===== src/chol_pkg.sv =====
// shared types and constants for the cholesky decomposition core
// no dependencies
package chol_pkg;

    localparam int IDX_W   = 3;
    localparam int ADDR_W  = 2 * IDX_W;
    localparam int DEPTH   = 1 << ADDR_W;
    localparam int VAL_W   = 32;
    localparam int FRAC_W  = 24;
    localparam int ACC_W   = 64;
    localparam int DIV_W   = 63;
    localparam int SIZE_W  = 4;
    localparam int ROOT_W  = 31;

    localparam logic [SIZE_W-1:0] MAX_SIZE   = 4'd8;
    localparam logic [ACC_W-1:0]  BIG_LIMIT  = 64'd1 << (2 * (VAL_W - 1) - FRAC_W);
    localparam logic [VAL_W-1:0]  VAL_MAX    = 32'h7FFF_FFFF;
    localparam logic [VAL_W-1:0]  VAL_MIN    = 32'h8000_0000;

    typedef enum logic [1:0] {
        RES_ZERO,
        RES_MAX,
        RES_SQRT,
        RES_DIV
    } t_res_sel;

    typedef struct packed {
        logic             rd_dot;
        logic             mul;
        logic             acc_clr;
        logic             acc_add;
        logic             rd_num;
        logic             num_ld;
        logic             sqrt_start;
        logic             div_start;
        logic             wr_res;
        t_res_sel         sel;
        logic [IDX_W-1:0] i;
        logic [IDX_W-1:0] j;
        logic [IDX_W-1:0] k;
        logic             last;
        logic             err;
    } t_dp_cmd;

    typedef struct packed {
        logic num_nonpos;
        logic num_big;
        logic piv_zero;
        logic sqrt_done;
        logic div_done;
    } t_dp_stat;

endpackage


===== src/chol_ctrl.sv =====
// controller: loads, row-by-row factor sequencing and result handshake
// depends on chol_pkg
module chol_ctrl
    import chol_pkg::*;
(
    input  logic              i_clk,
    input  logic              i_rst_n,
    input  logic              i_in_accept,
    input  logic              i_in_last,
    input  logic [SIZE_W-1:0] i_size,
    input  logic              i_out_ready,
    input  t_dp_stat          i_stat,
    output logic              o_in_ready,
    output logic              o_out_valid,
    output t_dp_cmd           o_cmd
);

    typedef enum logic [3:0] {
        S_IDLE,
        S_ENTRY,
        S_DOT_RD,
        S_DOT_MUL,
        S_DOT_ACC,
        S_NUM_RD,
        S_NUM_LD,
        S_NUM_CHK,
        S_SQRT,
        S_DIV,
        S_WRITE,
        S_EMIT
    } t_state;

    t_state            r_state;
    logic [IDX_W-1:0]  r_i;
    logic [IDX_W-1:0]  r_j;
    logic [IDX_W-1:0]  r_k;
    logic [SIZE_W-1:0] r_n;
    logic              r_err;
    t_res_sel          r_sel;
    logic [SIZE_W-1:0] w_n;
    logic              w_diag;
    logic              w_last;

    assign w_n    = (i_size == '0) ? SIZE_W'(1) : ((i_size > MAX_SIZE) ? MAX_SIZE : i_size);
    assign w_diag = (r_i == r_j);
    assign w_last = ({1'b0, r_i} == r_n - SIZE_W'(1)) && w_diag;

    always_comb begin
        o_cmd            = '0;
        o_cmd.i          = r_i;
        o_cmd.j          = r_j;
        o_cmd.k          = r_k;
        o_cmd.sel        = r_sel;
        o_cmd.err        = r_err;
        o_cmd.last       = w_last;
        o_cmd.acc_clr    = (r_state == S_ENTRY);
        o_cmd.rd_dot     = (r_state == S_DOT_RD);
        o_cmd.mul        = (r_state == S_DOT_MUL);
        o_cmd.acc_add    = (r_state == S_DOT_ACC);
        o_cmd.rd_num     = (r_state == S_NUM_RD);
        o_cmd.num_ld     = (r_state == S_NUM_LD);
        o_cmd.sqrt_start = (r_state == S_NUM_CHK) && w_diag
                           && !i_stat.num_nonpos && !i_stat.num_big;
        o_cmd.div_start  = (r_state == S_NUM_CHK) && !w_diag && !i_stat.piv_zero;
        o_cmd.wr_res     = (r_state == S_WRITE);
    end

    assign o_in_ready  = (r_state == S_IDLE);
    assign o_out_valid = (r_state == S_EMIT);

    always_ff @(posedge i_clk) begin
        if (!i_rst_n) begin
            r_state <= S_IDLE;
            r_i     <= '0;
            r_j     <= '0;
            r_k     <= '0;
            r_n     <= MAX_SIZE;
            r_err   <= 1'b0;
            r_sel   <= RES_ZERO;
        end else begin
            case (r_state)
                S_IDLE: begin
                    if (i_in_accept && i_in_last) begin
                        r_i     <= '0;
                        r_j     <= '0;
                        r_n     <= w_n;
                        r_err   <= 1'b0;
                        r_state <= S_ENTRY;
                    end
                end
                S_ENTRY: begin
                    r_k <= '0;
                    if (r_err) begin
                        r_sel   <= RES_ZERO;
                        r_state <= S_WRITE;
                    end else if (r_j == '0) begin
                        r_state <= S_NUM_RD;
                    end else begin
                        r_state <= S_DOT_RD;
                    end
                end
                S_DOT_RD:  r_state <= S_DOT_MUL;
                S_DOT_MUL: r_state <= S_DOT_ACC;
                S_DOT_ACC: begin
                    if (r_k == r_j - IDX_W'(1)) begin
                        r_state <= S_NUM_RD;
                    end else begin
                        r_k     <= r_k + IDX_W'(1);
                        r_state <= S_DOT_RD;
                    end
                end
                S_NUM_RD: r_state <= S_NUM_LD;
                S_NUM_LD: r_state <= S_NUM_CHK;
                S_NUM_CHK: begin
                    if (w_diag) begin
                        if (i_stat.num_nonpos) begin
                            r_err   <= 1'b1;
                            r_sel   <= RES_ZERO;
                            r_state <= S_WRITE;
                        end else if (i_stat.num_big) begin
                            r_sel   <= RES_MAX;
                            r_state <= S_WRITE;
                        end else begin
                            r_sel   <= RES_SQRT;
                            r_state <= S_SQRT;
                        end
                    end else if (i_stat.piv_zero) begin
                        r_sel   <= RES_ZERO;
                        r_state <= S_WRITE;
                    end else begin
                        r_sel   <= RES_DIV;
                        r_state <= S_DIV;
                    end
                end
                S_SQRT: begin
                    if (i_stat.sqrt_done) begin
                        r_state <= S_WRITE;
                    end
                end
                S_DIV: begin
                    if (i_stat.div_done) begin
                        r_state <= S_WRITE;
                    end
                end
                S_WRITE: r_state <= S_EMIT;
                S_EMIT: begin
                    if (i_out_ready) begin
                        if (!w_diag) begin
                            r_j     <= r_j + IDX_W'(1);
                            r_state <= S_ENTRY;
                        end else if (w_last) begin
                            r_state <= S_IDLE;
                        end else begin
                            r_i     <= r_i + IDX_W'(1);
                            r_j     <= '0;
                            r_state <= S_ENTRY;
                        end
                    end
                end
                default: r_state <= S_IDLE;
            endcase
        end
    end

endmodule

===== config.mk =====
export PLATFORM = sky130hd
export DESIGN_NAME = chol_ctrl
export DESIGN_NICKNAME = d
export VERILOG_FILES = /design/src/chol_pkg.sv /design/src/chol_ctrl.sv
export SDC_FILE = /design/constraint.sdc
export NUM_CORES = 1
export LEC_CHECK = 0
export BUFFER_PORTS_ARGS = -buffer_cell sky130_fd_sc_hd__buf_2
export CAP_MARGIN = 20
export CORE_ASPECT_RATIO = 0.7
export CORE_MARGIN = 8
export CORE_UTILIZATION = 52
export CTS_BUF_LIST = sky130_fd_sc_hd__clkbuf_16
export DETAILED_ROUTE_END_ITERATION = 10
export PLACE_DENSITY_LB_ADDON = 0.25
export SYNTH_ARGS = -nofsm -noshare
export SYNTH_HDL_FRONTEND = slang
export SYNTH_SLANG_ARGS = --single-unit

===== constraint.sdc =====
create_clock -name i_clk -period 2.4 [get_ports i_clk]
set_input_delay 0.36 -clock i_clk [delete_from_list [all_inputs] [get_ports i_clk]]
set_output_delay 0.36 -clock i_clk [all_outputs]
set_load 0.005 [all_outputs]

# == After elaboration in Yosys (flattened, before gate mapping) ==
# Index checks and enable logic that the tools add are counted.
# Widths: inputs -> output; s select.
# op_classes
add_sub_neg,5
n_lt_le_gt_ge,1
eq_ne,25
mux,37
reduce_logical,25
# op_table
cell,count
$pmux 4 s12,1
$mux 4,8
$mux 3,10
$pmux 3 s2,3
$eq 4x3->1 const B,4
$eq 4x4->1 const B,4
$mux 2,8
$ne 2x2->1 const B,7
$reduce_and 4->1,3
$add 3x1->3 const B,3
$eq 4x2->1 const B,2
$logic_not 4->1,2
$reduce_bool 2->1,4
$logic_and 1x1->1,7
$eq 3x3->1,2
$ne 2x1->1 const B,3
$reduce_and 2->1,3
$mux 1,5
$reduce_and 5->1,1
$eq 3x4->1,1
$eq 4x1->1 const B,1
$gt 4x4->1 const B,1
$logic_not 1->1,4
$pmux 2 s2,1
5 further kinds,5
# word_totals
regBits,20
inputBits,14
output_inout_bits,24
wordCells,100

# == Depth between registers and ports, before layout ==
# Gate-level depths: netlist of the first run.
# depth
word_depth,7
depth_mapped,7
ltp_nobuf,7

# == Worst setup path before layout of the first run ==
# OpenSTA, ideal clock, no wires.
# synth_path
path_type,register to output
startpoint,register r_n[0]
endpoint,output port o_cmd[1] (netlist bit)
arrival_time_ps,1618
t_required_ps,2040
slack_ps,422
path_stages_with_launch,8
n_path_buf,1
cell_sequence,dfxtp_1 > inv_1 > ha_1 > xnor2_1 > a211o_1 > or2_2 > nor2_1 > buf_4
# synth_between
elab_chain_cells,3
# synth_rtl
item,line,source
start: declaration,chol_ctrl.sv:37,logic [SIZE_W-1:0] r_n;
start signal: assignment,chol_ctrl.sv:86,r_n <= w_n;
$sub 4x1->4,chol_ctrl.sv:46,"assign w_last = ({1'b0, r_i} == r_n - SIZE_W'(1)) && w_diag;"
$eq 3x4->1,chol_ctrl.sv:46,
$logic_and 1x1->1,chol_ctrl.sv:46,
end: declaration,chol_ctrl.sv:15,output t_dp_cmd o_cmd
# No other way between the ends.

==> qor.csv, run 1 <==
metric,value,unit
Syn Inst Count,186,
DRC,0,
layout cells sized above 1,26.48,%
via-per-instance ratio,5.808,
vias in the first global route,1408,
Power Density,734.0,nW/um^2
Die H,59.88,um
total global routing overflow,0,
root buffer cell,clkbuf_16,
DP Wirelength,3.216,mm
post-synth top area share,28.00,%
Post-synth EDFFs,0,
vias post-DR,1481,
Critical path origin,r_n[0],
Setup TNS,0,ns
Worst R2R Setup Slack,0.32,ns
outcome,completed,
# rows,16,
initial DRC count,104,
Buffers on Ports,37,
CP Capture Type,primary output,
CORE AREA,2703,um^2
first-pass GRT wire length,6.534,mm
final worst slack,0.1476,ns
CP Launch Type,register,
htree depth,1,
Final Cycle Share,93.85,%
Post-Syn Area,1430,um^2
fin util,63.24,%
Crit path required time,2.04,ns
Num Clock Sinks,20,
Layout Nets,241,
reg-to-reg endpoint,r_i[2],
Most used DFF post-synth,dfxtp_1,
"commonest cells after routing, fill and taps aside","buf_2 (37), nor2_1 (21), dfxtp_1 (18), nand2_1 (17), a21oi_1 (13)",
CTS tree,yes,
final setup vio count,0,
largest net degree at the start of global routing,15,
hold crit path type,in -> reg,
MaxCap Viol Count,0,
Post-Syn Area per Cell,7.689,um^2
die area,4711,um^2
register area share after synthesis,28.00,%
antenna cells,0,
Worst Clk Skew,0.002441,ns
Synth Net Count,206,
DR WL/cell,16.02,um
DRT Pass-1 Iters,4,
initial antenna violation count,0,
Worst Setup Path Type,reg -> out,
final hold vios,0,
gpl congestion,0.8792,
CP endpoint,o_cmd[1],
cell taking the most area after synthesis,dfxtp_1,
RR Startpoint,r_n[0],
die span in x,78.68,um
synth warn,0,
Design Power,1.255,mW
TritonCTS buffer count,3,
Global Route Usage Sum,17.35,%
Worst Hold Depth,3,
I/O pin cnt,38,
post-synth cell types,47,
synthesized flop and latch total,20,
clk_lat worst skew,0.25,ns
slew of the pin with the lowest slew margin,0.4324,ns
Initial Utilization,52.92,%
dpl ws,0.2902,ns
RSZ-0062 raised after global routing,false,
final WL,4.084,mm
crit-path max FO,5,
Max Clock Freq,444.0,MHz
Routed Antenna Nets,0,
"Async S/R FF share, synth",0,%
min cycle time layout,2.252,ns
clk slew on worst S/H paths,0.05,ns
area post-placement,1632,um^2
Static Leak,0.7756,nW
Clock Tree Buf Depth,2,
"most common cell after layout, fill and taps aside",buf_2,
Finished Layout Cells,255,
Reg2Reg Depth,7,
"top cells by area, synth","dfxtp_1 (28%), nor2_1 (5.5%), ha_1 (5.2%)",
Cells after DPL,252,
max-slew violation count,0,
post-layout instance area,1709,um^2
Max transition margin,71.00,%
arrival time worst endpoint,1.89,ns
worst vdd ir,461.9,uV
hold slack,0.3734,ns
area grow syn2layout,19.51,%
sequential cells by signal (all words and copies together), names as in the netlist:
name,cells
r_err,1
r_j,3
r_n,4
r_sel,2
r_state,4
r_i,3
r_k,3
cells in the mapped netlist, types with 2 or more instances:
master	number
nand3_1	8
clkbuf_1	6
nand2_1	17
xnor2_1	5
inv_1	7
dfxtp_1	20
a21o_1	2
buf_2	2
or2_2	5
ha_1	6
o311ai_0	2
nand2b_1	6
buf_4	3
o311a_1	2
a211oi_1	2
a41oi_1	2
a31oi_1	4
nor3_1	8
a21oi_1	13
nor4_1	4
nor2_1	21
xor2_1	6
o21ai_0	8
o31ai_1	2
nand3b_1	3
layout make-up:
class | instances | area, um^2
Clock buffer | 3 | 75.07
Fill cell | 244 | 993.5
Multi-Input combinational cell | 146 | 928.4
Timing Repair Buffer | 42 | 222.7
Tap cell | 36 | 45.04
Sequential cell | 20 | 402.9
Inverter | 8 | 35.03
timing repair:
item / CTS / global route
gates resized for setup: 0 / 2
hold buffers: 0 / 0
setup endpoints to repair: 0 / 2
buffers inserted: 0 / 0
layer usage:
layer / routed length (um) / vias to the layer above / GRT usage [%]
li1: - / 728 / -
met1: 1789 / 680 / 21.37
met2: 1902 / 71 / 28.47
met3: 377 / 2 / 6.306
met4: 14 / 0 / 3.412
met5: 0 / - / 0
power by group:
part	switching, mW	internal, mW	total [mW]
Sequential	0.0737	0.368	0.442
Clock	0.113	0.219	0.332
Combinational	0.262	0.219	0.481
cell families (layout without fill, tap and decap cells):
group | Yosys count | in the layout | share of synthesized area (%)
AND/OR/NAND/NOR | 83 | 83 | 30.62
AO/OA/AOI/OAI | 43 | 43 | 19.25
flip-flops | 20 | 20 | 28.00
buffers and inverters | 20 | 53 | 7.087
XOR/XNOR | 12 | 12 | 8.311
adder cells (fa/ha/maj) | 6 | 6 | 5.249
multiplexers | 2 | 2 | 1.487
worst min-delay path by stage:
stage	from	to
4_1_cts	i_size[3]	r_n[3]
5_1_grt	i_size[3]	r_n[3]
2_1_floorplan	r_n[1]	r_n[1]
6_report	i_size[3]	r_n[3]
3_3_place_gp	r_sel[1]	r_sel[1]
3_5_place_dp	r_sel[1]	r_sel[1]
worst max-delay path, cell delays in order (launching register included):
cell	delay, ns
dfxtp_2	0.37
inv_1	0.06
ha_1	0.30
xnor2_1	0.13
a211o_1	0.27
or2_2	0.31
nor2_1	0.08
buf_2	0.12
(Power assumes the default switching activity.)
==> inputs of run 2 (changes only) <==
--- a/config.mk
+++ b/config.mk
@@ -12,7 +12,10 @@
 export CORE_UTILIZATION = 52
 export CTS_BUF_LIST = sky130_fd_sc_hd__clkbuf_16
 export DETAILED_ROUTE_END_ITERATION = 10
+export MAX_ROUTING_LAYER = met4
 export PLACE_DENSITY_LB_ADDON = 0.25
+export RECOVER_POWER = 25
+export REMOVE_ABC_BUFFERS = 1
 export SYNTH_ARGS = -nofsm -noshare
 export SYNTH_HDL_FRONTEND = slang
 export SYNTH_SLANG_ARGS = --single-unit
==> qor.csv, run 2 (synthesis gave the netlist of run 1 again) <==
metric,value,unit,change
Post-CTS Setup Bufs,0,,unchanged
Int Pwr,0.7926,mW,was 0.8066 mW
largest net degree at the start of global routing,15,,unchanged
CORE AREA,2703,um^2,unchanged
Final Cycle Share,95.78,%,was 93.85%
DRC,0,,unchanged
Clock Power Share,27.1,%,was 26.5%
Seq pwr share,35.7,%,was 35.2%
outcome,completed,,unchanged
via-per-instance ratio,5.850,,was 5.808
MaxCap Viol Count,0,,unchanged
final worst slack,0.1012,ns,was 0.1476 ns
Power Density,737.3,nW/um^2,was 734.0 nW/um^2
vias in the first global route,1427,,was 1408
Clock Tree Buf Depth,2,,unchanged
CP Launch Type,register,,unchanged
Max transition margin,68.20,%,was 71.00%
initial DRC count,134,,was 104
Die H,59.88,um,unchanged
hold crit path type,in -> reg,,unchanged
final hold vios,0,,unchanged
RR Startpoint,r_n[0],,unchanged
slew of the pin with the lowest slew margin,0.4741,ns,was 0.4324 ns
"commonest cells after routing, fill and taps aside","buf_2 (29), nor2_1 (21), nand2_1 (17), dfxtp_1 (17), a21oi_1 (13)",,"was buf_2 (37), nor2_1 (21), dfxtp_1 (18), nand2_1 (17), a21oi_1 (13)"
root buffer cell,clkbuf_16,,unchanged
crit-path max FO,5,,unchanged
biggest regs,"r_n (4), r_state (4)",,unchanged
total global routing overflow,0,,unchanged
Routed Antenna Nets,0,,unchanged
area post-placement,1617,um^2,was 1632 um^2
Num Clock Sinks,20,,unchanged
Worst Clk Skew,0.001927,ns,was 0.002441 ns
Crit path required time,2.04,ns,about the same
Layout Nets,239,,was 241
Design Power,1.243,mW,was 1.255 mW
arrival time worst endpoint,1.94,ns,was 1.89 ns
Buffers on Ports,37,,unchanged
Max Clock Freq,435.0,MHz,was 444.0 MHz
Critical path origin,r_n[0],,unchanged
min cycle time layout,2.299,ns,was 2.252 ns
TritonCTS buffer count,3,,unchanged
clk slew on worst S/H paths,0.05,ns,about the same
first-pass GRT wire length,6.575,mm,was 6.534 mm
initial antenna violation count,0,,unchanged
DR WL/cell,15.75,um,was 16.02 um
Sw Ratio,36.21,%,was 35.71%
# rows,16,,unchanged
max-slew violation count,0,,unchanged
Setup TNS,0,ns,unchanged
CTS hold repair buffers,0,,unchanged
Initial Utilization,52.92,%,unchanged
final WL,3.984,mm,was 4.084 mm
clk_lat worst skew,0.25,ns,about the same
layout cells sized above 1,22.58,%,was 26.48%
htree depth,1,,unchanged
Global Route Usage Sum,17.79,%,was 17.35%
vias post-DR,1480,,was 1481
Worst Setup Path Type,reg -> out,,unchanged
Static Leak,0.7312,nW,was 0.7756 nW
die span in x,78.68,um,unchanged
area grow syn2layout,17.85,%,was 19.51%
RSZ-0062 raised after global routing,false,,unchanged
final setup vio count,0,,unchanged
DP Wirelength,3.135,mm,was 3.216 mm
die area,4711,um^2,unchanged
Psw,0.4499,mW,was 0.4480 mW
post-layout instance area,1685,um^2,was 1709 um^2
Cells after DPL,250,,was 252
CP Capture Type,primary output,,unchanged
Finished Layout Cells,253,,was 255
DRT Pass-1 Iters,5,,was 4
CTS tree,yes,,unchanged
Logic pwr share,37.3,%,was 38.3%
antenna cells,0,,unchanged
worst vdd ir,481.3,uV,was 461.9 uV
dpl ws,0.2464,ns,was 0.2902 ns
hold slack,0.3742,ns,was 0.3734 ns
fin util,62.36,%,was 63.24%
gpl congestion,1.005,,was 0.8792
I/O pin cnt,38,,unchanged
"most common cell after layout, fill and taps aside",buf_2,,unchanged
cts repair resizes,0,,unchanged
hold path start,i_size[3],,unchanged
-- run 2: cell types whose count changed in the layout (fill, tap and decap cells not counted) --
cell      delta
buf_4        -2
dfxtp_2      +1
dfxtp_1      -1
buf_2        -8
clkbuf_1     +8
-- run 2: final timing paths --
path / endpoint / slack [ns] / cells past startpoint
hold / removal: r_n[3] / 0.37 / 3
setup / recovery: o_cmd[1] / 0.10 / 7
setup reg to reg: r_i[2] / 0.26 / 7
hold reg to reg: r_sel[1] / 0.49 / 2
-- run 2: power groups by stage --
stage	Combinational (mW)	Sequential (mW)	Clock, mW
6_report	0.463	0.443	0.337
5_1_grt	0.515	0.452	0.351
4_1_cts	0.461	0.438	0.339
3_5_place_dp	0.460	0.445	0
3_3_place_gp	0.447	0.442	0
2_1_floorplan	0.289	0.447	0
-- run 2: layout make-up --
type | instances | area [um^2]
clock buffers | 3 | 75.07
fillers | 274 | 1017
inverters | 8 | 35.03
multi-input cells | 146 | 928.4
flip-flops and latches | 20 | 404.1
well taps | 36 | 45.04
repair buffers | 40 | 197.7
-- run 2: metal layers --
metal | GRT usage, % | up-vias | wire [um]
met5 | - | - | 0
met4 | 4.199 | 0 | 42
met3 | 4.354 | 8 | 303
met2 | 30.59 | 59 | 1889
met1 | 20.61 | 691 | 1748
li1 | - | 722 | -
-- run 2: worst max-delay path, stage by stage (launching register included) --
cell and delay (ns):
dfxtp_2 0.37, inv_1 0.06, ha_1 0.30, xnor2_1 0.13, a211o_1 0.32, or2_2 0.32, nor2_1 0.08, buf_2 0.12
==> inputs of run 3 (changes only) <==
--- a/config.mk
+++ b/config.mk
@@ -9,7 +9,7 @@
 export CAP_MARGIN = 20
 export CORE_ASPECT_RATIO = 0.7
 export CORE_MARGIN = 8
-export CORE_UTILIZATION = 52
+export CORE_UTILIZATION = 30
 export CTS_BUF_LIST = sky130_fd_sc_hd__clkbuf_16
 export DETAILED_ROUTE_END_ITERATION = 10
 export MAX_ROUTING_LAYER = met4
==> constraint.sdc (replaced) <==
create_clock -name i_clk -period 1.8 [get_ports i_clk]
set_input_delay 0.27 -clock i_clk [delete_from_list [all_inputs] [get_ports i_clk]]
set_output_delay 0.27 -clock i_clk [all_outputs]
set_load 0.005 [all_outputs]
==> qor.csv, run 3 (synthesis gave the netlist of run 1 again) <==
metric,value,unit,change
Die H,73.77,um,was 59.88 um
Final Cycle Share,109.4,%,
Static Leak,0.9211,nW,was 0.7312 nW
DR WL/cell,15.00,um,was 15.75 um
hold crit path type,in -> reg,,unchanged
clk_lat worst skew,0.25,ns,about the same
initial DRC count,132,,was 134
# rows,21,,was 16
Cells after DPL,293,,was 250
Critical path origin,r_n[0],,unchanged
DRT Pass-1 Iters,4,,was 5
MaxCap Viol Count,0,,unchanged
vias post-DR,1568,,was 1480
arrival time worst endpoint,1.70,ns,was 1.94 ns
layout cells sized above 1,41.74,%,was 22.58%
min cycle time layout,1.970,ns,
TritonCTS buffer count,3,,unchanged
"most common cell after layout, fill and taps aside",buf_2,,unchanged
Clock Tree Buf Depth,2,,unchanged
antenna cells,0,,unchanged
area grow syn2layout,45.32,%,was 17.85%
vias in the first global route,1483,,was 1427
CP Capture Type,primary output,,unchanged
area post-placement,1808,um^2,was 1617 um^2
Routed Antenna Nets,0,,unchanged
largest net degree at the start of global routing,15,,unchanged
CP Launch Type,register,,unchanged
crit-path max FO,2,,was 5
failing checks,negative setup slack,,
Worst R2R Setup Slack,-0.09,ns,was 0.26 ns
final setup vio count,4,,was 0
biggest regs,"r_n (4), r_state (4)",,unchanged
CORE AREA,4677,um^2,was 2703 um^2
final WL,4.484,mm,was 3.984 mm
final worst slack,-0.1699,ns,was 0.1012 ns
Power Density,888.9,nW/um^2,was 737.3 nW/um^2
Global Route Usage Sum,12.99,%,was 17.79%
final hold vios,0,,unchanged
post-layout instance area,2078,um^2,was 1685 um^2
reg-to-reg endpoint,r_i[0],,was r_i[2]
RSZ-0062 raised after global routing,true,,was false
Reg2Reg Depth,8,,was 7
Max Clock Freq,507.6,MHz,
root buffer cell,clkbuf_16,,unchanged
Layout Nets,264,,was 239
I/O pin cnt,38,,unchanged
worst vdd ir,494.1,uV,was 481.3 uV
slew of the pin with the lowest slew margin,0.4634,ns,was 0.4741 ns
area of the multi-input gates,1090,um^2,was 928.4 um^2
max-slew violation count,0,,unchanged
"commonest cells after routing, fill and taps aside","buf_2 (32), buf_4 (26), nor2_1 (20), nand2_1 (17), dfxtp_1 (14)",,"was buf_2 (29), nor2_1 (21), nand2_1 (17), dfxtp_1 (17), a21oi_1 (13)"
via-per-instance ratio,5.244,,was 5.850
Buffers on Ports,37,,unchanged
initial antenna violation count,0,,unchanged
total global routing overflow,0,,unchanged
CP endpoint,o_cmd[1],,unchanged
Finished Layout Cells,299,,was 253
outcome,finished with violations,,was completed
CTS hold repair buffers,0,,unchanged
clk slew on worst S/H paths,0.05,ns,about the same
DP Wirelength,3.414,mm,was 3.135 mm
Seq. cell area,410.4,um^2,was 404.1 um^2
gpl congestion,0.8783,,was 1.005
Layout fillers,475,,was 274
DRC,0,,unchanged
Crit path required time,1.53,ns,was 2.04 ns
Worst Setup Path Type,reg -> out,,unchanged
Worst Clk Skew,0.001242,ns,was 0.001927 ns
first-pass GRT wire length,7.424,mm,was 6.575 mm
Num Clock Sinks,20,,unchanged
htree depth,1,,unchanged
Max transition margin,69.07,%,was 68.20%
die span in x,98.53,um,was 78.68 um
RR Startpoint,r_n[0],,unchanged
die area,7268,um^2,was 4711 um^2
Initial Utilization,30.58,%,was 52.92%
CTS tree,yes,,unchanged
run 3: layout make-up:
| cell class | instances | area share [%] |
|---|---|---|
| clock buffer | 3 | 3.612 |
| inverter | 8 | 1.686 |
| multi-input combinational | 146 | 52.44 |
| sequential | 20 | 19.75 |
| tap | 57 | 3.432 |
| timing repair buffer | 65 | 19.08 |
run 3: through the flow:
step / utilization, % / hold slack [ns] / TNS [ns] / setup slack, ns / power (mW)
finish: 44.44 / 0.2680 / -0.3368 / -0.1699 / 1.847
global route: 44.44 / 0.2616 / -0.7849 / -0.2205 / 1.984
CTS: 42.05 / 0.2601 / -0.4341 / -0.1627 / 1.820
detailed placement: 38.66 / 0.4745 / -0.8564 / -0.1602 / 1.318
global placement: 38.66 / 0.4766 / -0.7334 / -0.1602 / 1.324
floorplan: - / 0.3418 / -0.2728 / -0.1200 / 0.9813
run 3: worst min-delay path by stage:
stage | cells after the start | end | from
after global placement | 2 | r_n[3] | r_n[3]
after CTS | 3 | r_n[3] | i_size[3]
after detailed placement | 2 | r_sel[1] | r_sel[1]
final | 3 | r_n[3] | i_size[3]
after floorplan | 1 | r_n[3] | i_rst_n
after global routing | 3 | r_n[3] | i_size[3]
run 3: power by group:
part / internal [mW] / switching (mW)
logic: 0.392 / 0.456
clock network: 0.293 / 0.163
registers: 0.492 / 0.0516
total: 1.18 / 0.670
run 3: per-layer routing:
metal / vias up / share of wire (%) / GRT usage, % / wire length (um)
li1: 778 / - / - / -
met1: 728 / 51 / 18.05 / 2291
met2: 58 / 42 / 17.73 / 1865
met3: 4 / 6.6 / 3.784 / 294
met4: 0 / 0.69 / 3.046 / 31
met5: - / 0 / - / 0
run 3: what timing repair did:
item                                    CTS  global route
endpoints found under the setup margin   10            15
cloned                                    0             0
pin swaps                                 6             2
gates resized for setup                  21            20
setup buffers                             0             3
run 3: critical path, cell delays in order (launching register included):
cell and delay [ns]:
dfxtp_2 0.34, inv_2 0.04, ha_4 0.15, xor2_2 0.16, a211o_1 0.29, or2_4 0.24, nor2_2 0.11, buf_2 0.13
